## config.mk

```make
export PLATFORM = sky130hd
export DESIGN_NAME = prm_front
export DESIGN_NICKNAME = d
export VERILOG_FILES = /design/src/rtl/prm_pkg.sv /design/src/rtl/prm_front.sv
export SDC_FILE = /design/constraint.sdc
export NUM_CORES = 1
export LEC_CHECK = 0
export BUFFER_PORTS_ARGS = -buffer_cell sky130_fd_sc_hd__buf_2
export CORE_ASPECT_RATIO = 1.1
export CORE_MARGIN = 4
export CORE_UTILIZATION = 35
export CTS_BUF_LIST = sky130_fd_sc_hd__clkbuf_16
export CTS_CLUSTER_DIAMETER = 30
export DETAILED_ROUTE_END_ITERATION = 8
export PLACE_DENSITY_LB_ADDON = 0.1
export SLEW_MARGIN = 10
export SYNTH_ARGS = -nofsm -noshare
export SYNTH_HDL_FRONTEND = slang
export SYNTH_SLANG_ARGS = --single-unit
```

## constraint.sdc

```tcl
create_clock -name clk -period 7.2 [get_ports clk]
set_clock_uncertainty 0.15 [all_clocks]
set_input_delay 0.36 -clock clk [delete_from_list [all_inputs] [get_ports clk]]
set_output_delay 0.36 -clock clk [all_outputs]
set_load 0.05 [all_outputs]
```

## src/rtl/prm_pkg.sv

```systemverilog
// shared types and constants for the polynomial resultant unit
// no dependencies; imported by every module of the block
`default_nettype none

package prm_pkg;

  localparam int MAX_LEN   = 256;
  localparam int COEF_BITS = 64;
  localparam int ADDR_W    = $clog2(MAX_LEN);
  localparam int LEN_W     = $clog2(MAX_LEN + 1);
  localparam int CNT_W     = $clog2(COEF_BITS);
  localparam int NBANK     = 3;

  typedef struct packed {
    logic                 mode;
    logic [COEF_BITS-1:0] coeff;
    logic                 last;
    logic                 empty_poly;
  } in_t;

  typedef struct packed {
    logic [COEF_BITS-1:0] resultant;
    logic                 overflow;
  } out_t;

  // classified request handed from front to back
  typedef struct packed {
    logic                 phase;
    logic                 empty;
    logic                 last;
    logic [COEF_BITS-1:0] coeff;
  } cmd_t;

  typedef struct packed {
    logic                 go;
    logic [COEF_BITS-1:0] a;
    logic [COEF_BITS-1:0] b;
  } mul_req_t;

  typedef struct packed {
    logic                 done;
    logic [COEF_BITS-1:0] val;
  } mul_rsp_t;

  typedef struct packed {
    logic                 go;
    logic [COEF_BITS-1:0] num;
    logic [COEF_BITS-1:0] den;
  } div_req_t;

  typedef struct packed {
    logic                 done;
    logic [COEF_BITS-1:0] quo;
    logic [COEF_BITS-1:0] rem;
  } div_rsp_t;

endpackage

`default_nettype wire

```

## src/rtl/prm_front.sv

```systemverilog
// front end: filters requests by polynomial phase and queues them
// depends on prm_pkg
`default_nettype none

module prm_front (
  input  wire logic          clk,
  input  wire logic          rst,
  input  wire logic          item_valid,
  input  wire prm_pkg::in_t  item,
  output logic               item_stall,
  output logic               cmd_valid,
  output prm_pkg::cmd_t      cmd,
  input  wire logic          cmd_pop
);
  import prm_pkg::*;

  logic       phase;
  cmd_t       q [2];
  logic       wp;
  logic       rp;
  logic [1:0] count;
  logic       acc;
  logic       push;
  logic       pop;

  assign item_stall = (count == 2'd2);
  assign acc        = item_valid && !item_stall;
  // a request for the polynomial not being loaded is dropped
  assign push       = acc && (item.mode == phase);
  assign cmd_valid  = (count != 2'd0);
  assign cmd        = q[rp];
  assign pop        = cmd_pop && cmd_valid;

  always_ff @(posedge clk) begin
    if (rst) begin
      phase <= 1'b0;
      wp    <= 1'b0;
      rp    <= 1'b0;
      count <= 2'd0;
    end else begin
      if (push) begin
        q[wp] <= '{phase: phase, empty: item.empty_poly, last: item.last,
                   coeff: item.coeff};
        wp    <= ~wp;
        if (item.last || item.empty_poly) begin
          phase <= ~phase;
        end
      end
      if (pop) begin
        rp <= ~rp;
      end
      case ({push, pop})
        2'b10:   count <= count + 2'd1;
        2'b01:   count <= count - 2'd1;
        default: count <= count;
      endcase
    end
  end

endmodule

`default_nettype wire

```

### Word level (Yosys, flattened, before mapping)

Memory sizes are Yosys's and may differ from the RTL's. A register that Yosys moved wholly into a read port is not among the register bits.
Cells that the tools add are included.

* add/subtract/negate cells: 2
* eq/ne operators: 4
* multiplexer cells: 6
* bitwise logic cells: 3
* reduce and logical (&&, ||, !) cells: 8

Operators by type and width (count)
* 2-to-1 mux 1 bit: 5
* == test 2 bit, second input constant: 2
* one-hot mux 2 bit (2 select lines): 1
* nonzero test 2 bit: 2
* logical AND 1 bit: 3
* NOT 1 bit: 3
* adder 2 x 1 -> 2 bit, second input constant: 1
* == test 2 x 1 -> 1 bit, second input constant: 1
* AND reduction 2 bit: 1
* subtractor 2 x 1 -> 2 bit, second input constant: 1
* == test 1 bit: 1
* logical NOT 1 bit: 1
* logical OR 1 bit: 1

* register bits: 5
* bits in writable memories: 134
* input bits: 71
* memories kept: 1

Memory list
* q: depth 2, bits a word 67, rd ports 1, clocked after memory_dff 1, write ports 1, line prm_front.sv:18 `cmd_t q [2];`

### Logic depth before layout (Yosys ltp)

* word-level depth: 7
* gate-level depth with buffers: 6
* mapped depth without buffers: 6

### Worst setup path after synthesis

No wires, ideal clock.

* path type: reg2reg
* start: register count[0]
* end: memory q[1][0] in the netlist's numbering, enable pin
* arrival time: 5.565 ns
* required time: 6.462 ns
* slack: 0.896 ns
* stages on the path, launching flop included: 4
* path buffers: 0
* clock period less this slack: 6.304 ns
* cells stage by stage: dfxtp_1 > nand2b_2 > nand3_2 > nor3b_1

* longest elaborated chain between the ends: 7

Ends and longest elaborated chain
* from (decl): line prm_front.sv:21 `logic [1:0] count;`
* from (signal assigned): line prm_front.sv:53 `2'b10: count <= count + 2'd1;`
* from (signal assigned): line prm_front.sv:54 `2'b01: count <= count - 2'd1;`
* from (signal assigned): line prm_front.sv:55 `default: count <= count;`
* == test 2 bit: line prm_front.sv:26 `assign item_stall = (count == 2'd2);`
* logical NOT 1 bit: line prm_front.sv:27 `assign acc = item_valid && !item_stall;`
* logical AND 1 bit: line prm_front.sv:27
* logical AND 1 bit: line prm_front.sv:29 `assign push = acc && (item.mode == phase);`
* 2-to-1 mux 1 bit: line prm_front.sv:41 `if (push) begin`
* 2-to-1 mux 1 bit: line prm_front.sv:35 `if (rst) begin`
* 2-to-1 mux 1 bit (implied by the code): line prm_front.sv:42 `q[wp] <= '{phase: phase, empty: item.empty_poly, last: item.last,`
* to (decl): line prm_front.sv:18

No other way between the ends.

==> reports/qor.txt <==
Port Buf Inserts: 139
cell family with most CP delay: flip-flops
hold_sp: item[1]
CTS buffer count: 17
r2r setup slk: 5.23 ns
Startpoint Class: register
1st-iter DRT viols: 103
Avg Cell Area, Syn: 21.3 um^2
Worst Max-Slew Pin Slew: 0.936 ns
VDD IR max: 0.000183 V
Longest Clk Path Bufs: 2
overall routing resource usage: 12.7%
layout cell share with drive strength beyond 1: 50.9%
placed insts: 567
Worst-path clk slew: 0.05 ns
critical-path maximum fanout: 67
die area: 16600 um^2
first-pass iteration count of the detailed router: 4
PnR Total Power: 2.36 mW
CTS sink count: 140
area grow syn2layout: 40.0%
Final #Nets: 530
Rows: 46
Final Hold Viols: 0
Slowest-stage cell, CP: dfxtp_4
Die X: 123 um
area leader, netlist: edfxtp_1
initial core utilization: 35.6%
routed length per instance: 15.3 um
post-CTS setup buffers: 0
syn nets: 312
Arr. time, crit path: 2.05 ns
CP max stage delay: 0.97 ns
Core ar.: 14400 um^2
Final TNS setup: 0 ns
final worst slack: 4.64 ns
dpl ws: 5.01 ns
pin count of the biggest net entering global routing: 68
Worst-Skew Late Latency: 0.40 ns
ys flop type: edfxtp_1
sequential fraction of the synthesis area: 81.0%
die height: 135 um
first-pass GRT wire length: 15700 um
reg2reg path depth: 4
RSZ-0062 raised after global routing: false
non-filler cells, final: 660
CTS tree: done
number of I/O pins: 140
CTS root buffer: clkbuf_16
Slew Limit Headroom: 37.6%
DR DRC count: 0
Hold WC Path Type: in2reg
MaxCap Viol Count: 0
element type at the critical path end: output pin
initial antenna violation count: 0
ANT nets after route: 0
period utilization: 35.5%
setup violation total in the final timing report: 0
Antenna Cells: 0
Hold Path Sink: q[0][64]
Syn Inst Count: 240
Synth cell types: 24
area share of the largest cell type after synthesis: 78.6%
final core utilization: 49.8%
WP data required: 6.69 ns
Post-Syn Area: 5120 um^2
pwr dens: 330 nW/um^2
Placer Congestion: 0.677
fin crit period: 2.56 ns
vias in the first global route: 3166
FF-to-FF End: q[1][32]
status: complete, no violations
DP HPWL: 6210 um
Worst Path Buf+Inv: 1
Final Slew Violations: 0
GRT Residual Overflow: 0
yosys synthesis warning count: 0
leakage: 2.68 nW
post-synthesis register bit count: 140
routed via count: 2903
Synth async-reset ratio: 0%
worst path cell trace: mux2_2 -> buf_2
EDFF count, synth: 134
Via density: 4.40
htree depth: 4
CP Class: reg2out
largest cells by area after synthesis: edfxtp_1 (79%), mux2_2 (15%), dfxtp_1 (2.3%)
WHS Path Cells: 1
FMAX: 391 MHz
final wirelength: 10100 um
Reg2Reg Launch Point: count[0]
-- cells in the mapped netlist (2+ instances only) --
cell type and number:
edfxtp_1 134, or2_2 2, dfxtp_1 6, nor2_1 4
buf_4 3, xnor2_1 3, mux2_2 68, buf_2 4
-- worst register-to-register path: stages, from the launching register on --
cell and delay (ns):
dfxtp_1 0.40, nand2b_2 0.19, nand3_2 0.14, nor3b_2 0.21
buf_4 0.49
-- per-stage QoR --
step                      hold WS (ns)  instance area, um^2
after floorplan                  0.309                 5120
after global placement           0.354                 6050
after detailed placement         0.355                 6050
after CTS                      0.00208                 7170
after global routing           0.00141                 7170
final                           0.0256                 7170
-- worst max-delay path by stage --
stage | start | end | slack (ns) | cells after the start
after floorplan | count[0] | q[1][0] | 0.90 | 3
after global placement | register | cmd[8] | 4.98 | 2
after detailed placement | register | cmd[8] | 5.01 | 2
after CTS | register | cmd[8] | 4.55 | 2
after global routing | register | cmd[8] | 4.51 | 2
final | register | cmd[8] | 4.64 | 2
-- area by class of cell --
type / count / area (um^2)
well taps: 192 / 240
repair buffers: 207 / 1370
clock buffers: 17 / 425
clock inverters: 12 / 48.8
fillers: 1275 / 7220
flip-flops and latches: 140 / 4150
inverters: 1 / 3.75
multi-input cells: 91 / 933
-- cells in the final DEF, fill, tap and decap left out --
master	n
buf_2	139
edfxtp_1	134
mux2_2	68
dlygate4sd3_1	64
clkbuf_16	17
inv_1	8
dfxtp_1	5
nor2_1	4
buf_4	4
xnor2_1	3
clkinv_2	3
or2_2	2
clkinv_1	2
o21a_1	1
nand2b_2	1
nand3_2	1
nor3b_2	1
nor3_2	1
xor2_1	1
and2_1	1
a31oi_1	1
a311oi_1	1
nor2b_1	1
o21ai_0	1
or3_1	1
a21oi_1	1
ha_1	1
dfxtp_4	1
-- registers in the layout, summed over array words and instances, names as in the netlist, named ones only --
register / flops
wp: 1
q: 134
count: 2
rp: 1
phase: 1
-- logic make-up after synthesis --
logic type,after synthesis,synth area share [%]
flops,140,81.0
mux,68,15.0
xor+xnor,4,0.685
simple gates,13,1.52
compound gates,5,0.636
fa+ha+maj,1,0.244
buf+inv,9,0.978
-- per-layer routing --
layer	vias to the layer above	global-route usage, %	routed length (um)
li1	1383	-	-
met1	1407	14.8	4090
met2	97	20.7	5080
met3	16	4.78	748
met4	0	5.72	183
met5	-	0	0
-- what timing repair did --
| action | in CTS | in global routing |
|---|---|---|
| hold endpoints to repair | 128 | 0 |
| hold buffers | 64 | 0 |
| resized for setup | 0 | 0 |
-- power breakdown --
group          internal (mW)  switching, mW
Sequential             0.947         0.0633
Combinational          0.214          0.429
Clock                  0.419          0.291
Power figures use the tool's default switching activity.
