$ cat config.mk
export PLATFORM = sky130hd
export DESIGN_NAME = prm_mul
export DESIGN_NICKNAME = d
export VERILOG_FILES = /design/src/rtl/prm_pkg.sv /design/src/rtl/prm_mul.sv
export SDC_FILE = /design/constraint.sdc
export NUM_CORES = 1
export LEC_CHECK = 0
export ABC_CLOCK_PERIOD_IN_PS = 11400
export CAP_MARGIN = 30
export CORE_ASPECT_RATIO = 0.8
export CORE_UTILIZATION = 45
export DETAILED_ROUTE_END_ITERATION = 7
export DONT_BUFFER_PORTS = 1
export PLACE_DENSITY = 0.69
export SLEW_MARGIN = 20
export SYNTH_ARGS = -nofsm -noshare
export SYNTH_HDL_FRONTEND = slang
export SYNTH_SLANG_ARGS = --single-unit
$ cat constraint.sdc
create_clock -name clk -period 11.4 [get_ports clk]
set_clock_uncertainty 0.2 [all_clocks]
set_input_delay 2.28 -clock clk [delete_from_list [all_inputs] [get_ports clk]]
set_output_delay 2.28 -clock clk [all_outputs]
set_load 0.005 [all_outputs]
$ cat src/rtl/prm_pkg.sv
// shared types and constants for the polynomial resultant unit
// no dependencies; imported by every module of the block
`default_nettype none

package prm_pkg;

  localparam int MAX_LEN   = 256;
  localparam int COEF_BITS = 64;
  localparam int ADDR_W    = $clog2(MAX_LEN);
  localparam int LEN_W     = $clog2(MAX_LEN + 1);
  localparam int CNT_W     = $clog2(COEF_BITS);
  localparam int NBANK     = 3;

  typedef struct packed {
    logic                 mode;
    logic [COEF_BITS-1:0] coeff;
    logic                 last;
    logic                 empty_poly;
  } in_t;

  typedef struct packed {
    logic [COEF_BITS-1:0] resultant;
    logic                 overflow;
  } out_t;

  // classified request handed from front to back
  typedef struct packed {
    logic                 phase;
    logic                 empty;
    logic                 last;
    logic [COEF_BITS-1:0] coeff;
  } cmd_t;

  typedef struct packed {
    logic                 go;
    logic [COEF_BITS-1:0] a;
    logic [COEF_BITS-1:0] b;
  } mul_req_t;

  typedef struct packed {
    logic                 done;
    logic [COEF_BITS-1:0] val;
  } mul_rsp_t;

  typedef struct packed {
    logic                 go;
    logic [COEF_BITS-1:0] num;
    logic [COEF_BITS-1:0] den;
  } div_req_t;

  typedef struct packed {
    logic                 done;
    logic [COEF_BITS-1:0] quo;
    logic [COEF_BITS-1:0] rem;
  } div_rsp_t;

endpackage

`default_nettype wire

$ cat src/rtl/prm_mul.sv
// modular multiplier, double-and-add over the multiplier bits, a doubling step then an add step per bit
// depends on prm_pkg
`default_nettype none

module prm_mul (
  input  wire logic                           clk,
  input  wire logic                           rst,
  input  wire logic [prm_pkg::COEF_BITS-1:0]  n,
  input  wire prm_pkg::mul_req_t              req,
  output prm_pkg::mul_rsp_t                   rsp
);
  import prm_pkg::*;

  logic [COEF_BITS-1:0] a;
  logic [COEF_BITS-1:0] b;
  logic [COEF_BITS-1:0] r;
  logic [CNT_W-1:0]     cnt;
  logic                 half;
  logic                 busy;
  logic                 done;

  function automatic logic [COEF_BITS-1:0] add_m(input logic [COEF_BITS-1:0] x,
                                                 input logic [COEF_BITS-1:0] y,
                                                 input logic [COEF_BITS-1:0] m);
    logic [COEF_BITS:0] s;
    s = {1'b0, x} + {1'b0, y};
    if (s >= {1'b0, m}) begin
      s = s - {1'b0, m};
    end
    return s[COEF_BITS-1:0];
  endfunction

  assign rsp.done = done;
  assign rsp.val  = r;

  always_ff @(posedge clk) begin
    if (rst) begin
      busy <= 1'b0;
      done <= 1'b0;
    end else begin
      done <= 1'b0;
      if (req.go) begin
        a    <= req.a;
        b    <= req.b;
        r    <= '0;
        cnt  <= CNT_W'(COEF_BITS - 1);
        half <= 1'b0;
        busy <= 1'b1;
      end else if (busy) begin
        if (!half) begin
          r    <= add_m(r, r, n);
          half <= 1'b1;
        end else begin
          if (b[cnt]) begin
            r <= add_m(r, a, n);
          end
          half <= 1'b0;
          if (cnt == '0) begin
            busy <= 1'b0;
            done <= 1'b1;
          end else begin
            cnt <= cnt - 1'b1;
          end
        end
      end
    end
  end

endmodule

`default_nettype wire

Yosys cells after proc, flatten, opt, wreduce, memory -nomap -nowiden
Index checks and enable logic that the tools add are counted.

word-level totals
  bits in registers = 201
  input port bits = 195
  output and inout port bits = 65
  logic and storage cells = 45

cells by class
  add/sub/neg operators = 5
  $lt $le $gt $ge = 3
  eq/ne operators = 2
  mux-type cells = 17
  bitwise logic cells = 3
  reduce and logical (&&, ||, !) cells = 8

operators by type and width
  operator               number
  $mux W64               5
  $add A64 B64 Y65       2
  $ge A65 B64 Y1         2
  $sub A64 B64 Y64       2
  $mux W6                3
  $mux W1                8
  $lt A6 B7 Y1 const B   1
  $bmux W1 S6            1
  $logic_not A6 Y1       1
  $sub A6 B1 Y6 const B  1
  $reduce_and A2 Y1      2
  $reduce_and A4 Y1      1
  $reduce_bool A2 Y1     2
  $reduce_or A4 Y1       1
  $ne A3 B2 Y1 const B   1
  $not A1 Y1             3
  $reduce_and A3 Y1      1
  $ne A2 B2 Y1 const B   1

Logic depth before layout (Yosys ltp)
  depth after elaboration = 6
  mapped depth = 27
  gate-level depth less buffers = 24

Worst setup path after synthesis
No wires, ideal clock.

  path kind = in2reg
  start point = in req[128] (netlist bit)
  end point = reg a[0], enable pin
  library setup time = 0.634 ns
  arrival = 8.454 ns
  data required time = 10.566 ns
  setup slack = 2.112 ns
  cell stages on the path = 3
  path buffers = 2
  cell sequence = clkbuf_1 -> clkbuf_1 -> nor2b_1

on the way
  cells in the longest elaborated chain, start to end = 1

RTL lines
  what                                line           RTL
  start, declared                     prm_mul.sv:9   input wire prm_pkg::mul_req_t req,
  $reduce_and A2 Y1 (no source line)  --
  end signal, assigned                prm_mul.sv:43  a <= req.a;
  end, declared                       prm_mul.sv:14  logic [COEF_BITS-1:0] a;

Every way passes these cells.
A chain may end at the register's enable or synchronous reset.

Worst setup path in the final report
  start point = reg r[2]
  end point = reg r[21], data pin

on the way
  cells in the longest elaborated chain, start to end = 6
  elaborated cells on any way between the ends = 11
  classes of those cells = add/sub: 4; order compare: 2; mux: 5

RTL lines
  what                                                line                          RTL
  start, declared                                     prm_mul.sv:16                 logic [COEF_BITS-1:0] r;
  start signal, assigned                              prm_mul.sv:51                 r <= add_m(r, r, n);
  start signal, assigned                              prm_mul.sv:55                 r <= add_m(r, a, n);
  $add A64 B64 Y65                                    prm_mul.sv:26                 s = {1'b0, x} + {1'b0, y};
  $sub A64 B64 Y64 or $ge A65 B64 Y1 (tied branches)  prm_mul.sv:28, prm_mul.sv:27
  $mux W64                                            prm_mul.sv:27                 if (s >= {1'b0, m}) begin
  $mux W64                                            prm_mul.sv:54                 if (b[cnt]) begin
  $mux W64 *                                          prm_mul.sv:50                 if (!half) begin
  $mux W64 *                                          prm_mul.sv:49                 end else if (busy) begin

Mark *: on every way between the ends. The rest lies on a longest branch, timed or not. The select of a mux whose other input is x is not followed.

==> out/metrics.yaml <==
global_routing:
  grt_pass1_vias: 17600
  grt_overflow_total: 0
  antenna_found_initial: 1
  grt_usage_pct: 31.3
  grt_max_degree: 85
  grt_pass1_wl_um: 108000
worst_setup_path:
  setup.worst_path.start_class: "flip-flop"
  crit_type: "reg2reg"
  crit_fanout: 84
  crit_family: "compound AO/OA/AOI/OAI gates"
  crit_buf_inv: 3
  end_kind: "flip-flop"
  cpMaxStageDelayCell: "buf_4"
  cpPeakStageDelay_ps: 860
  cp.required_ps: 11520
  r2r_start: "r[2]"
  worstSetupStartpoint: "r[2]"
  critPathArrivalTime_ps: 8320
  crit_chain: "ha_1 > a21oi_1 > o211ai_1 > a31oi_1 > a2111oi_0 > buf_4 > nor2_1 > o21a_1 > o21a_1 > o21bai_1 > xnor2_1 > ha_1 > a21o_1 > a21o_1 > a211oi_1 > inv_1 > o2111ai_1 > o311ai_0 > nor3_2 > buf_4 > mux2_2 > nand2_1 > a21oi_1"
floorplan:
  core_um2: 43600
  start_util_pct: 46.0
  rows: 68
  die_area_um2: 45400
  dieWidth_um: 238
  die_h_um: 191
  ioPinCount: 260
yosys:
  synth_cell_type_count: 89
  synthesis.nets: 2737
  ys_top_cells_by_area: "edfxtp_1, ha_1, a21oi_1"
  synthCells: 2345
  synth_edf_count: 199
  ys_warn_count: 0
  netlist.area_leader.share_pct: 29.8
  ys_seq_area_share_pct: 30.0
  ys.flop_type: "edfxtp_1"
  ys_ff_latch: 201
  synth.avg_cell_area_um2: 8.55
  synth.largest_area_cell: "edfxtp_1"
  async_flop_share_pct: 0
  synth_area_um2: 20100
timing:
  clock.fmax_mhz: 122
  finalCritPeriodShare_pct: 71.9
  setup_tns_ps: 0
  final.setup.worst_slack_ps: 3200
  max_slew_margin_pct: 31.1
  layout_min_cycle_time_ps: 8200
  rsz0062_at_grt: "no"
  worst_pin_slew_ps: 1030
  hold_violations: 0
  report.final.slew_viol_count: 0
  setup_viol: 0
status:
  status: "finished clean"
routing:
  ant_nets: 0
  drt-initial-drc-count: 2188
  drt-vias-per-instance: 6.52
  dr.pass1.iters: 6
  remaining_drc_errors: 0
  via_count: 18800
  wl_um: 73300
  avgRoutedWirePerCell_um: 25.4
cells_and_area:
  area_delta_synth_final_pct: 6.18
  layout-drive-gt1-share_pct: 5.24
  layout_commonest_cell: "a21oi_1"
  layout_common_cells: "a21oi_1, nor2_1, edfxtp_1, ha_1, nand2_1"
  nFillCells: 4185
  fin_nets: 2666
job:
  cap_viol_max_count: 0
clock_network:
  clk_pin_slew_ps: 70
  cts-root-buf: "clkbuf_16"
  cts_buffer_depth: 3
  htree_levels: 1
  postCtsSetupRepairBufs: 0
  post_cts_resized: 0
  numCtsBuffers: 24
  cts.sink_count: 201
  cts_tree: "built"
  postCtsHoldBufs: 0
  clk_latency_ps: 580
place:
  hpwl_um: 58200
  post-place-ws_ps: 3540
  io_buffers: 0
  gp_congestion: 1.06
pwr:
  p_per_area_nw_per_um2: 222
  p_leak_nw: 8.35
  ir_drop_uv: 159
hold_path:
  hold_class: "reg2reg"
  min_from: "busy"
routing by layer:
metal	wire [um]	track usage, %
met2	30700	46.9
met1	31500	43.6
met5	0	0
met3	8290	7.96
met4	2780	10.7
report_power, final:
| part | switching [W] | total [W] | internal (W) |
|---|---|---|---|
| clock network | 0.000363 | 0.000800 | 0.000437 |
| logic | 0.00187 | 0.00293 | 0.00106 |
| registers | 0.0000871 | 0.00101 | 0.000920 |
metrics by stage:
stage | util [%] | total power [W] | cell area [um2] | instances | hold WS, ps
after floorplan | - | 0.00312 | 20100 | 2345 | 291
after global placement | 46.9 | 0.00383 | 20400 | 2840 | 324
after detailed placement | 47.0 | 0.00384 | 20500 | 2842 | 318
after CTS | 48.8 | 0.00466 | 21300 | 2886 | 336
after global routing | 48.9 | 0.00501 | 21300 | 2887 | 359
final | 48.9 | 0.00473 | 21300 | 2888 | 340
area by class of cell:
class / instances / area, um2 / area share, %
Multi-Input combinational cell: 1907 / 13100 / 61.7
Sequential cell: 201 / 6020 / 28.3
Tap cell: 595 / 744 / 3.50
Clock buffer: 26 / 608 / 2.86
Inverter: 128 / 480 / 2.26
Clock inverter: 18 / 175 / 0.823
Timing Repair Buffer: 12 / 121 / 0.570
Antenna cell: 1 / 2.50 / 0.0118
worst paths after layout:
path	end	slack, ps	cells past startpoint
max	r[21]	3200	23
min reg2reg	done	340	1
max reg2reg	r[21]	3200	23
min	done	340	1
synth_stat cells (5+ instances only):
| cell type | count |
|---|---|
| xnor2_1 | 98 |
| inv_1 | 128 |
| nor2b_1 | 23 |
| a211o_1 | 13 |
| nor4_1 | 14 |
| nand4_1 | 53 |
| buf_2 | 16 |
| clkbuf_1 | 81 |
| xor2_1 | 78 |
| o31ai_1 | 15 |
| o211ai_1 | 16 |
| nor2_1 | 202 |
| nand2_1 | 193 |
| o32ai_1 | 6 |
| o2111ai_1 | 5 |
| or2_2 | 12 |
| buf_4 | 6 |
| edfxtp_1 | 199 |
| nand2b_1 | 20 |
| o21ai_1 | 11 |
| a31o_2 | 5 |
| a31oi_1 | 25 |
| o21a_1 | 28 |
| a41oi_1 | 5 |
| o21ai_0 | 134 |
| or3_1 | 10 |
| o22ai_1 | 19 |
| a221o_1 | 6 |
| a21o_1 | 72 |
| nor3_1 | 42 |
| o21bai_1 | 40 |
| a211oi_1 | 48 |
| a221oi_1 | 9 |
| ha_1 | 194 |
| mux4_2 | 21 |
| and2_1 | 15 |
| and3_1 | 12 |
| nand3_1 | 48 |
| mux2i_1 | 19 |
| o311ai_0 | 5 |
| a21oi_1 | 302 |
| a22oi_1 | 10 |
flip-flops by register name, indices dropped and copies added (netlist names):
register  cells
done          1
busy          1
b            64
half          1
a            64
cnt           6
r            64
worst register-to-register path, delay by kind of cell, from the launching register on:
family | cells | cell delay [ps]
buffers and inverters | 3 | 1190
adder cells (fa/ha/maj) | 2 | 880
AND/OR/NAND/NOR | 3 | 770
XOR/XNOR | 1 | 220
multiplexers | 1 | 490
flip-flops | 1 | 570
AO/OA/AOI/OAI | 13 | 3640
cells by family after synthesis:
kind of cell    count (synthesis)  synth area share (%)
compound gates                826                  26.3
simple gates                  667                  15.6
mux                            41                  3.36
flops                         201                  30.0
buf+inv                       237                  4.66
fa+ha+maj                     197                  12.4
xor+xnor                      176                  7.69
No activity file was read; power rests on OpenSTA's default activity.
