`config.mk`:
```
export PLATFORM = sky130hd
export DESIGN_NAME = prm_div
export DESIGN_NICKNAME = d
export VERILOG_FILES = /design/src/rtl/prm_pkg.sv /design/src/rtl/prm_div.sv
export SDC_FILE = /design/constraint.sdc
export NUM_CORES = 1
export LEC_CHECK = 0
export BUFFER_PORTS_ARGS = -buffer_cell sky130_fd_sc_hd__buf_2
export CORE_UTILIZATION = 55
export CTS_CLUSTER_DIAMETER = 80
export DETAILED_ROUTE_END_ITERATION = 10
export PLACE_DENSITY_LB_ADDON = 0.1
export SYNTH_ARGS = -nofsm -noshare
export SYNTH_HDL_FRONTEND = slang
export SYNTH_SLANG_ARGS = --single-unit
```
`constraint.sdc`:
```
create_clock -name clk -period 7.34 [get_ports clk]
set_clock_uncertainty 0.15 [all_clocks]
set_input_delay 0 -clock clk [delete_from_list [all_inputs] [get_ports clk]]
set_output_delay 0 -clock clk [all_outputs]
set_load 0.02 [all_outputs]
```
`src/rtl/prm_pkg.sv`:
```
// shared types and constants for the polynomial resultant unit
// no dependencies; imported by every module of the block
`default_nettype none

package prm_pkg;

  localparam int MAX_LEN   = 256;
  localparam int COEF_BITS = 64;
  localparam int ADDR_W    = $clog2(MAX_LEN);
  localparam int LEN_W     = $clog2(MAX_LEN + 1);
  localparam int CNT_W     = $clog2(COEF_BITS);
  localparam int NBANK     = 3;

  typedef struct packed {
    logic                 mode;
    logic [COEF_BITS-1:0] coeff;
    logic                 last;
    logic                 empty_poly;
  } in_t;

  typedef struct packed {
    logic [COEF_BITS-1:0] resultant;
    logic                 overflow;
  } out_t;

  // classified request handed from front to back
  typedef struct packed {
    logic                 phase;
    logic                 empty;
    logic                 last;
    logic [COEF_BITS-1:0] coeff;
  } cmd_t;

  typedef struct packed {
    logic                 go;
    logic [COEF_BITS-1:0] a;
    logic [COEF_BITS-1:0] b;
  } mul_req_t;

  typedef struct packed {
    logic                 done;
    logic [COEF_BITS-1:0] val;
  } mul_rsp_t;

  typedef struct packed {
    logic                 go;
    logic [COEF_BITS-1:0] num;
    logic [COEF_BITS-1:0] den;
  } div_req_t;

  typedef struct packed {
    logic                 done;
    logic [COEF_BITS-1:0] quo;
    logic [COEF_BITS-1:0] rem;
  } div_rsp_t;

endpackage

`default_nettype wire

```
`src/rtl/prm_div.sv`:
```
// restoring divider, one quotient bit per cycle
// depends on prm_pkg
`default_nettype none

module prm_div (
  input  wire logic              clk,
  input  wire logic              rst,
  input  wire prm_pkg::div_req_t req,
  output prm_pkg::div_rsp_t      rsp
);
  import prm_pkg::*;

  logic [COEF_BITS-1:0] quo;
  logic [COEF_BITS:0]   rem;
  logic [COEF_BITS-1:0] den;
  logic [CNT_W-1:0]     cnt;
  logic                 busy;
  logic                 done;
  logic [COEF_BITS:0]   trial;

  assign trial    = {rem[COEF_BITS-1:0], quo[COEF_BITS-1]};
  assign rsp.done = done;
  assign rsp.quo  = quo;
  assign rsp.rem  = rem[COEF_BITS-1:0];

  always_ff @(posedge clk) begin
    if (rst) begin
      busy <= 1'b0;
      done <= 1'b0;
    end else begin
      done <= 1'b0;
      if (req.go) begin
        quo  <= req.num;
        rem  <= '0;
        den  <= req.den;
        cnt  <= CNT_W'(COEF_BITS - 1);
        busy <= 1'b1;
      end else if (busy) begin
        if (trial >= {1'b0, den}) begin
          rem <= trial - {1'b0, den};
          quo <= {quo[COEF_BITS-2:0], 1'b1};
        end else begin
          rem <= trial;
          quo <= {quo[COEF_BITS-2:0], 1'b0};
        end
        if (cnt == '0) begin
          busy <= 1'b0;
          done <= 1'b1;
        end else begin
          cnt <= cnt - 1'b1;
        end
      end
    end
  end

endmodule

`default_nettype wire

```
Word-level counts from Yosys, hierarchy flattened --
Cells that the tools add are included.
Storage, ports and cells: memory bits (read-only) 0, register bits 200, memories 0, output and inout bits 129, bits in writable memories 0, word-level logic and storage cells 29, input bits 131, bits in latches 0
Operators by class: div/mod/pow operators 0, shifts and indexed selects 0, reduce and logical (&&, ||, !) cells 6, magnitude comparators 1, eq/ne operators 1, mux-type cells 11, bitwise logic cells 2, multiply operators 0, $add $sub $neg 2
Operator list (number):
- 2-to-1 mux 64 bit | 4
- >= comparator 65 x 64 -> 1 bit | 1
- subtractor 64 bit | 1
- 2-to-1 mux 6 bit | 2
- logical NOT 6 bit | 1
- subtractor 6 x 1 -> 6 bit, second input constant | 1
- 2-to-1 mux 1 bit | 5
- AND reduction 2 bit | 2
- AND reduction 3 bit | 1
- OR reduction 3 bit | 1
- inequality test 2 bit, second input constant | 1
- inverter 1 bit | 2
- nonzero test 2 bit | 1

Longest topological paths before layout --
Gate-level depths: netlist (run 1).
depth after elaboration 4, mapped depth 16

Worst setup path before layout (run 1) --
OpenSTA, ideal clock, no wires.
path type input-to-reg, start input port req[128] (netlist name), end register quo[0] (enable), cell stages on the path 4, data required time 6573 ps, path buffers 2, slack 600 ps, arrival time 5973 ps, library setup time 617 ps, cells stage by stage clkbuf_1 -> clkbuf_1 -> nor2_1 -> nor2_1
On the way: word-level cells in the longest chain between the ends 2
Ends and longest elaborated chain:
- from (decl) | line prm_div.sv:8 | input wire prm_pkg::div_req_t req,
- nonzero test 2 bit (no source line)
- AND reduction 2 bit (no source line)
- to (signal assigned) | line prm_div.sv:33 | quo <= req.num;
- to (signal assigned) | line prm_div.sv:41 | quo <= {quo[COEF_BITS-2:0], 1'b1};
- to (signal assigned) | line prm_div.sv:44 | quo <= {quo[COEF_BITS-2:0], 1'b0};
- to (decl) | line prm_div.sv:13 | logic [COEF_BITS-1:0] quo;
Every way passes these cells. A chain may end at the register's enable or synchronous reset.

Final worst setup path (run 1) --
start register rem[15], end register rem[50] (data pin)
On the way: word-level cells in the longest chain between the ends 3, elaborated cells between the ends (all ways) 4, those cells by class add/sub (1); order compare (1); mux (2)
Ends and longest elaborated chain:
- from (decl) | line prm_div.sv:14 | logic [COEF_BITS:0] rem;
- from (signal assigned) | line prm_div.sv:40 | rem <= trial - {1'b0, den};
- from (signal assigned) | line prm_div.sv:43 | rem <= trial;
- subtractor 64 bit / >= comparator 65 x 64 -> 1 bit (equally long branches) | line prm_div.sv:40, prm_div.sv:39
- 2-to-1 mux 64 bit (*) | line prm_div.sv:39 | if (trial >= {1'b0, den}) begin
- 2-to-1 mux 64 bit (*) | line prm_div.sv:38 | end else if (busy) begin
Every way passes the cells marked *; elsewhere a longest branch is shown, timed or not. The select of a mux whose other input is x is not followed.

==> run metrics, run 1 <==
iteration count of the initial detailed-routing pass=5; number of remaining DRC errors=0; H-tree depth=4; CP max FO=48; critical path capture point type=flip-flop; number of core rows=53; grt ovf=0; power density normalized to cell area=231 nW/um^2; most frequent standard cell in the layout excluding fill and tap cells=buf_2; Synth Instances=approximately 1100; number of vias per cell=approximately 5.7; Post-synth EDFFs=slightly below 200; Vert. Die Dim=150 um; final count of hold timing violations=0; unique cell type count in the Yosys netlist=63; Buf/Inv on CP=1; type of the setup path with the least slack=reg2reg; R2R Path Start=rem[15]$_SDFFCE_PP0P_; startpoint class of the critical path=flip-flop; minimum period implied by the final worst setup slack=about 4.5 ns; final period utilization=about three fifths; part of the Yosys area used for sequential elements=about 50%; flops & latches, synth=200; Core Area=21200 um^2; largest family of logic cells by synthesized area=compound AO/OA/AOI/OAI gates; TritonCTS clock tree=yes; cell class contributing the biggest share of worst-path delay=compound AO/OA/AOI/OAI gates; setup repair after global routing missed its margin=no; number of global-route vias before repair=just under 10000; Final nets=approximately 1700; Area growth syn-to-layout=30.0%; Final setup viols=0; total of max-cap violations=0; count of port buffers added during placement=259; number of antenna violations at the first check in global routing=0; synthesized-area fraction occupied by ao, oa, aoi and oai cells=between 10% and 20%; total of cells resized after clock tree synthesis=0; transition at the pin with the smallest max-transition slack=1.06 ns; worst hold path class=in2reg; clock transition at the registers of the reported paths=around 0.08 ns; synthesized-area fraction occupied by and/or/nand/nor cells=about 11%; clock sink count=200; antenna-violating nets left=0; number of max-slew violations in the final report=0; commonest non-fill, non-tap cells in the layout=buf_2 (258), edfxtp_1 (198), dlygate4sd3_1 (150), nor2_1 (90), a21oi_1 (85); CTS root buf=clkbuf_16; parity-gate share of the synthesized area counting xor and xnor cells=4.53%; cell area after synthesis=around 12000 um^2; data arrival time of the critical path=~4.6 ns; achievable frequency=220 MHz; total negative slack for setup checks=0 ns; maximum clock insertion buffer count=2; total inserted antenna cells=0; leakage component of the power=6.72 nW; per-cell routed wire length=between 15 and 20 um; initial core utilization=a little under three fifths; Die Span X=between 100 and 150 um; max-slew headroom at the worst pin=~29%; Post-Synthesis Net Count=between 1000 and 1500; crit-path cells=ha_1, a21oi_1, o21ai_0, a21boi_0, nand3_1, a211oi_2, o2111ai_2, nand2_1, a31o_4, buf_4, mux2i_1, nor2_1; R2R Setup Slk=about 2.8 ns; peak supply drop=~0.15 mV; source-to-sink clock delay at the later pin of the worst-skew pair=0.45 ns; delay of the slowest critical-path stage=roughly 0.70 ns; required time of the critical path=7.36 ns; largest net degree at the start of global routing=82; post-detailed-placement half-perimeter wirelength=21800 um; first-pass GRT wire length=just over 50000 um; number of CTS-inserted buffers=17; Die Footprint=22400 um^2; aggregate routed wire length=between 30000 and 40000 um; Post-Synth Adder-Cell Area=7.05%; overall via count from detail_route=around 10000; worst slack, placed=around 2.9 ns; I/O pin count=260; post-synthesis area per instance=10.9 um^2; multiplexer share of the synthesized area=between 10% and 20%; standard cell with the maximum stage delay on the critical path=buf_4; HP Start=req[21]; GRT Resource Usage Total=approximately 29%; result of the run=completed; Yosys Warn Count=0; hold bufs inserted after CTS=150; Worst Setup Slack, final=about 2.8 ns; fraction of registers with async set/reset=0%; RePlAce Congestion=~0.89; Post-synth top flop=edfxtp_1; source of the critical timing path=rem[15]$_SDFFCE_PP0P_; initial DRC count=approximately 780; share of post-route cells with drive strength above 1=about 25%; post-CTS setup repair buffer count=0
[metrics by stage]
step | util, % | hold slack (ns) | power (W) | cells | cell area [um^2]
2_1_floorplan | - | -0.0779 | 0.00226 | 1102 | 12000
3_3_place_gp | 63.5 | 0.0260 | 0.00253 | 1588 | 13500
3_5_place_dp | 63.5 | 0.0281 | 0.00254 | 1588 | 13500
4_1_cts | 73.5 | 0.0939 | 0.00358 | 1770 | 15600
5_1_grt | 73.5 | 0.0956 | 0.00375 | 1770 | 15600
6_report | 73.5 | 0.106 | 0.00360 | 1770 | 15600
[Yosys cell counts (3+ instances only)]
cell type | instances | area share (%)
ha_1 | 66 | 6.9
a21boi_0 | 6 | 0.38
nand4_1 | 19 | 0.99
nor3_1 | 17 | 0.71
a211oi_1 | 6 | 0.38
mux2_2 | 63 | 5.9
and2_1 | 3 | 0.16
or3_1 | 3 | 0.16
xor2_1 | 24 | 1.8
or2_2 | 3 | 0.16
xnor2_1 | 38 | 2.8
o21bai_1 | 10 | 0.63
nor2b_1 | 9 | 0.47
nand3_1 | 24 | 1.0
nand2_1 | 69 | 2.2
o21a_1 | 13 | 0.81
and3_1 | 12 | 0.63
o211ai_1 | 6 | 0.38
a2111oi_0 | 4 | 0.29
edfxtp_1 | 198 | 50
clkbuf_1 | 38 | 1.2
and4_1 | 5 | 0.37
nor2_1 | 92 | 2.9
buf_2 | 14 | 0.58
o21ai_0 | 48 | 2.0
a22oi_1 | 3 | 0.19
nand2b_1 | 5 | 0.26
mux2i_1 | 51 | 4.3
inv_1 | 81 | 2.5
o31ai_1 | 6 | 0.38
a21oi_1 | 85 | 3.5
a21o_1 | 27 | 1.7
nor4_1 | 6 | 0.31
a31oi_1 | 11 | 0.57
[kinds of logic (layout without fill, tap and decap cells)]
group / Yosys count / after routing
flops: 200 / 200
fa+ha+maj: 67 / 67
compound gates: 249 / 249
xor+xnor: 62 / 62
simple gates: 274 / 274
buf+inv: 136 / 529
mux: 114 / 114
[worst paths after layout]
| kind | to | cells past startpoint |
|---|---|---|
| worst max-delay path | rem[50]$_SDFFCE_PP0P_ | 12 |
| worst min-delay path | den[21]$_DFFE_PP_ | 2 |
| worst max register to register | rem[50]$_SDFFCE_PP0P_ | 12 |
| worst min register to register | done$_SDFF_PP0_ | 1 |
[sequential cells by signal (all words and copies together) (netlist names)]
register  flops
den          64
quo          64
rem          64
cnt           6
busy          1
done          1
[area by class of cell]
type | count | area [um^2]
Clock inverter | 15 | 189
Clock buffer | 17 | 425
Inverter | 82 | 308
Tap cell | 275 | 344
Multi-Input combinational cell | 766 | 5500
Sequential cell | 200 | 5990
Fill cell | 1535 | 5620
Timing Repair Buffer | 415 | 2850
[power by group]
group	internal, W	switching, W	leakage [nW]	total, W
Sequential	0.00138	0.0000610	1.90	0.00145
Clock	0.000471	0.000513	0.299	0.000984
Combinational	0.000489	0.000678	4.52	0.00117
[per-layer routing]
layer  vias up  GRT usage (%)  routed length [um]
met3        56           4.51                1800
met1      4768           38.6               14500
li1       4817              -                   -
met5         -              0                   0
met2       366           49.2               15900
met4         0           8.59                 686
No activity file was read; power rests on OpenSTA's default activity.
==> inputs of run 2 (changes only) <==
==> constraint.sdc (replaced) <==
create_clock -name clk -period 4.6 [get_ports clk]
set_clock_uncertainty 0.15 [all_clocks]
set_input_delay 0 -clock clk [delete_from_list [all_inputs] [get_ports clk]]
set_output_delay 0 -clock clk [all_outputs]
set_load 0.02 [all_outputs]
==> run metrics, run 2 (synthesized netlist as in run 1, its figures left out) <==
TritonCTS clock tree=yes; number of core rows=between 50 and 60; type of the setup path with the least slack=reg2reg; clock sink count=200; total negative slack for setup checks=0 ns; Worst Setup EP=rem[56]$_SDFFCE_PP0P_; RePlAce Congestion=around 0.86; FF-to-FF path depth=13; final period utilization=88.9%; antenna-violating nets left=0; post-CTS setup repair buffer count=0; largest net degree at the start of global routing=84; portion of total power attributed to the clock network=28.1%; worst hold path class=in2reg; initial core utilization=a little under three fifths; registers with the most flip-flops=den (64), quo (64), rem (64); per-cell routed wire length=18.7 um; critical path capture point type=flip-flop; worst flop-to-flop path endpoint=rem[56]$_SDFFCE_PP0P_; number of global-route vias before repair=~10000; source of the critical timing path=quo[63]$_DFFE_PP_; CP max FO=5; standard cell with the maximum stage delay on the critical path=a2111oi_1; required time of the critical path=approximately 4.6 ns; source-to-sink clock delay at the later pin of the worst-skew pair=about 0.45 ns; fill cell total of the finished layout=1540; sequential share of power=39.8%; crit-path cells=inv_1, ha_1, fa_1, nor2b_1, o2111ai_1, a21oi_1, o31ai_1, a2111oi_1, o31ai_1, a21oi_2, nand2_1, o311ai_1, o21ai_0; Area growth syn-to-layout=29.1%; cell with the most instances on the worst path=o31ai_1; total of max-cap violations=0; number of max-slew violations in the final report=0; Final nets=around 1700; transition at the pin with the smallest max-transition slack=around 1.1 ns; minimum period implied by the final worst setup slack=around 4.1 ns; leakage component of the power=6.68 nW; Core Area=21200 um^2; grt ovf=0; Buf/Inv on CP=1; number of stages on the worst setup path=13; final count of hold timing violations=0; switching power summed over all nets=0.00200 W; initial DRC count=roughly 770; commonest non-fill, non-tap cells in the layout=buf_2 (258), edfxtp_1 (198), dlygate4sd3_1 (131), nor2_1 (90), a21oi_1 (85); post-detailed-placement half-perimeter wirelength=roughly 22000 um; result of the run=completed; GRT Resource Usage Total=just under 30%; first-pass GRT wire length=between 50000 and 60000 um; count of non-filler cells in the finished layout=1756; overall via count from detail_route=between 10000 and 15000; count of port buffers added during placement=259; share of post-route cells with drive strength above 1=roughly 26%; Die Span X=about 150 um; clock transition at the registers of the reported paths=~0.080 ns; R2R Setup Slk=0.51 ns; instance count after placement with tap cells included=~1600; R2R Path Start=quo[63]$_DFFE_PP_; switching share of total power=around a third; most frequent standard cell in the layout excluding fill and tap cells=buf_2; number of remaining DRC errors=0; achievable frequency=between 200 and 250 MHz; power density normalized to cell area=between 300 and 400 nW/um^2; peak supply drop=just over 0.2 mV; startpoint class of the critical path=flip-flop; number of vias per cell=5.73; setup repair after global routing missed its margin=no; delay of the slowest critical-path stage=0.55 ns; data arrival time of the critical path=between 4 and 5 ns; Die Footprint=~22000 um^2; aggregate routed wire length=about 33000 um; number of CTS-inserted buffers=17; H-tree depth=4; max-slew headroom at the worst pin=between 20% and 30%; Vert. Die Dim=roughly 150 um; cell class contributing the biggest share of worst-path delay=compound AO/OA/AOI/OAI gates; iteration count of the initial detailed-routing pass=5; Final setup viols=0; CTS root buf=clkbuf_16; maximum clock insertion buffer count=2; I/O pin count=260; internal power component=0.00379 W; total inserted antenna cells=0; combinational share of power=between 30 and 40%; number of antenna violations at the first check in global routing=0
[run 2: cell types whose count changed in the layout (fill, tap and decap cells not counted), sizes merged]
cell | before | now
dlygate4sd3 | 150 | 131
buf | 265 | 270
inv | 90 | 89
bufinv | 0 | 1
[run 2: final cells by class]
type | count | area, um^2 | area share, %
sequential | 200 | 5990 | 38.7
multi-input combinational | 766 | 5500 | 35.5
timing repair buffer | 401 | 2710 | 17.5
clock buffer | 17 | 425 | 2.75
tap | 275 | 344 | 2.22
inverter | 82 | 308 | 1.99
clock inverter | 15 | 218 | 1.41
[run 2: per-layer routing]
metal	track usage, %	part of all wire [%]
met3	5.43	6.2
met2	48.5	48
met1	39.2	43
met5	0	0
met4	9.75	2.6
[run 2: worst min-delay path by stage]
stage / end / cells after the start / start / slack, ns
5_1_grt: den[24]$_DFFE_PP_ / 2 / req[24] / 0.1
3_5_place_dp: den[30]$_DFFE_PP_ / 1 / req[30] / 0.03
2_1_floorplan: busy$_SDFF_PP0_ / 1 / rst / -0.08
4_1_cts: den[23]$_DFFE_PP_ / 2 / req[23] / 0.09
3_3_place_gp: den[46]$_DFFE_PP_ / 1 / req[46] / 0.03
6_report: den[39]$_DFFE_PP_ / 2 / req[39] / 0.10
[run 2: power groups by stage]
stage | clock network [W] | logic [W] | registers, W
2_1_floorplan | 0 | 0.00115 | 0.00245
3_3_place_gp | 0 | 0.00171 | 0.00233
3_5_place_dp | 0 | 0.00173 | 0.00234
4_1_cts | 0.00165 | 0.00183 | 0.00230
5_1_grt | 0.00171 | 0.00202 | 0.00232
6_report | 0.00163 | 0.00186 | 0.00230
[run 2: through the flow]
stage	setup WS, ns	utilization (%)	area, um^2	hold slack, ns	power (W)
finish	0.509	73.0	15500	0.102	0.00579
global route	0.180	73.0	15500	0.0975	0.00605
CTS	0.308	73.0	15500	0.0906	0.00578
detailed placement	0.325	63.8	13500	0.0281	0.00407
global placement	0.353	63.8	13500	0.0262	0.00405
floorplan	0.0198	-	12000	-0.0779	0.00360
[run 2: repair_timing]
item,in CTS,in global routing
hold buffers,131,0
setup endpoints to repair,0,1
resized for setup,0,2
hold endpoints to repair,171,0
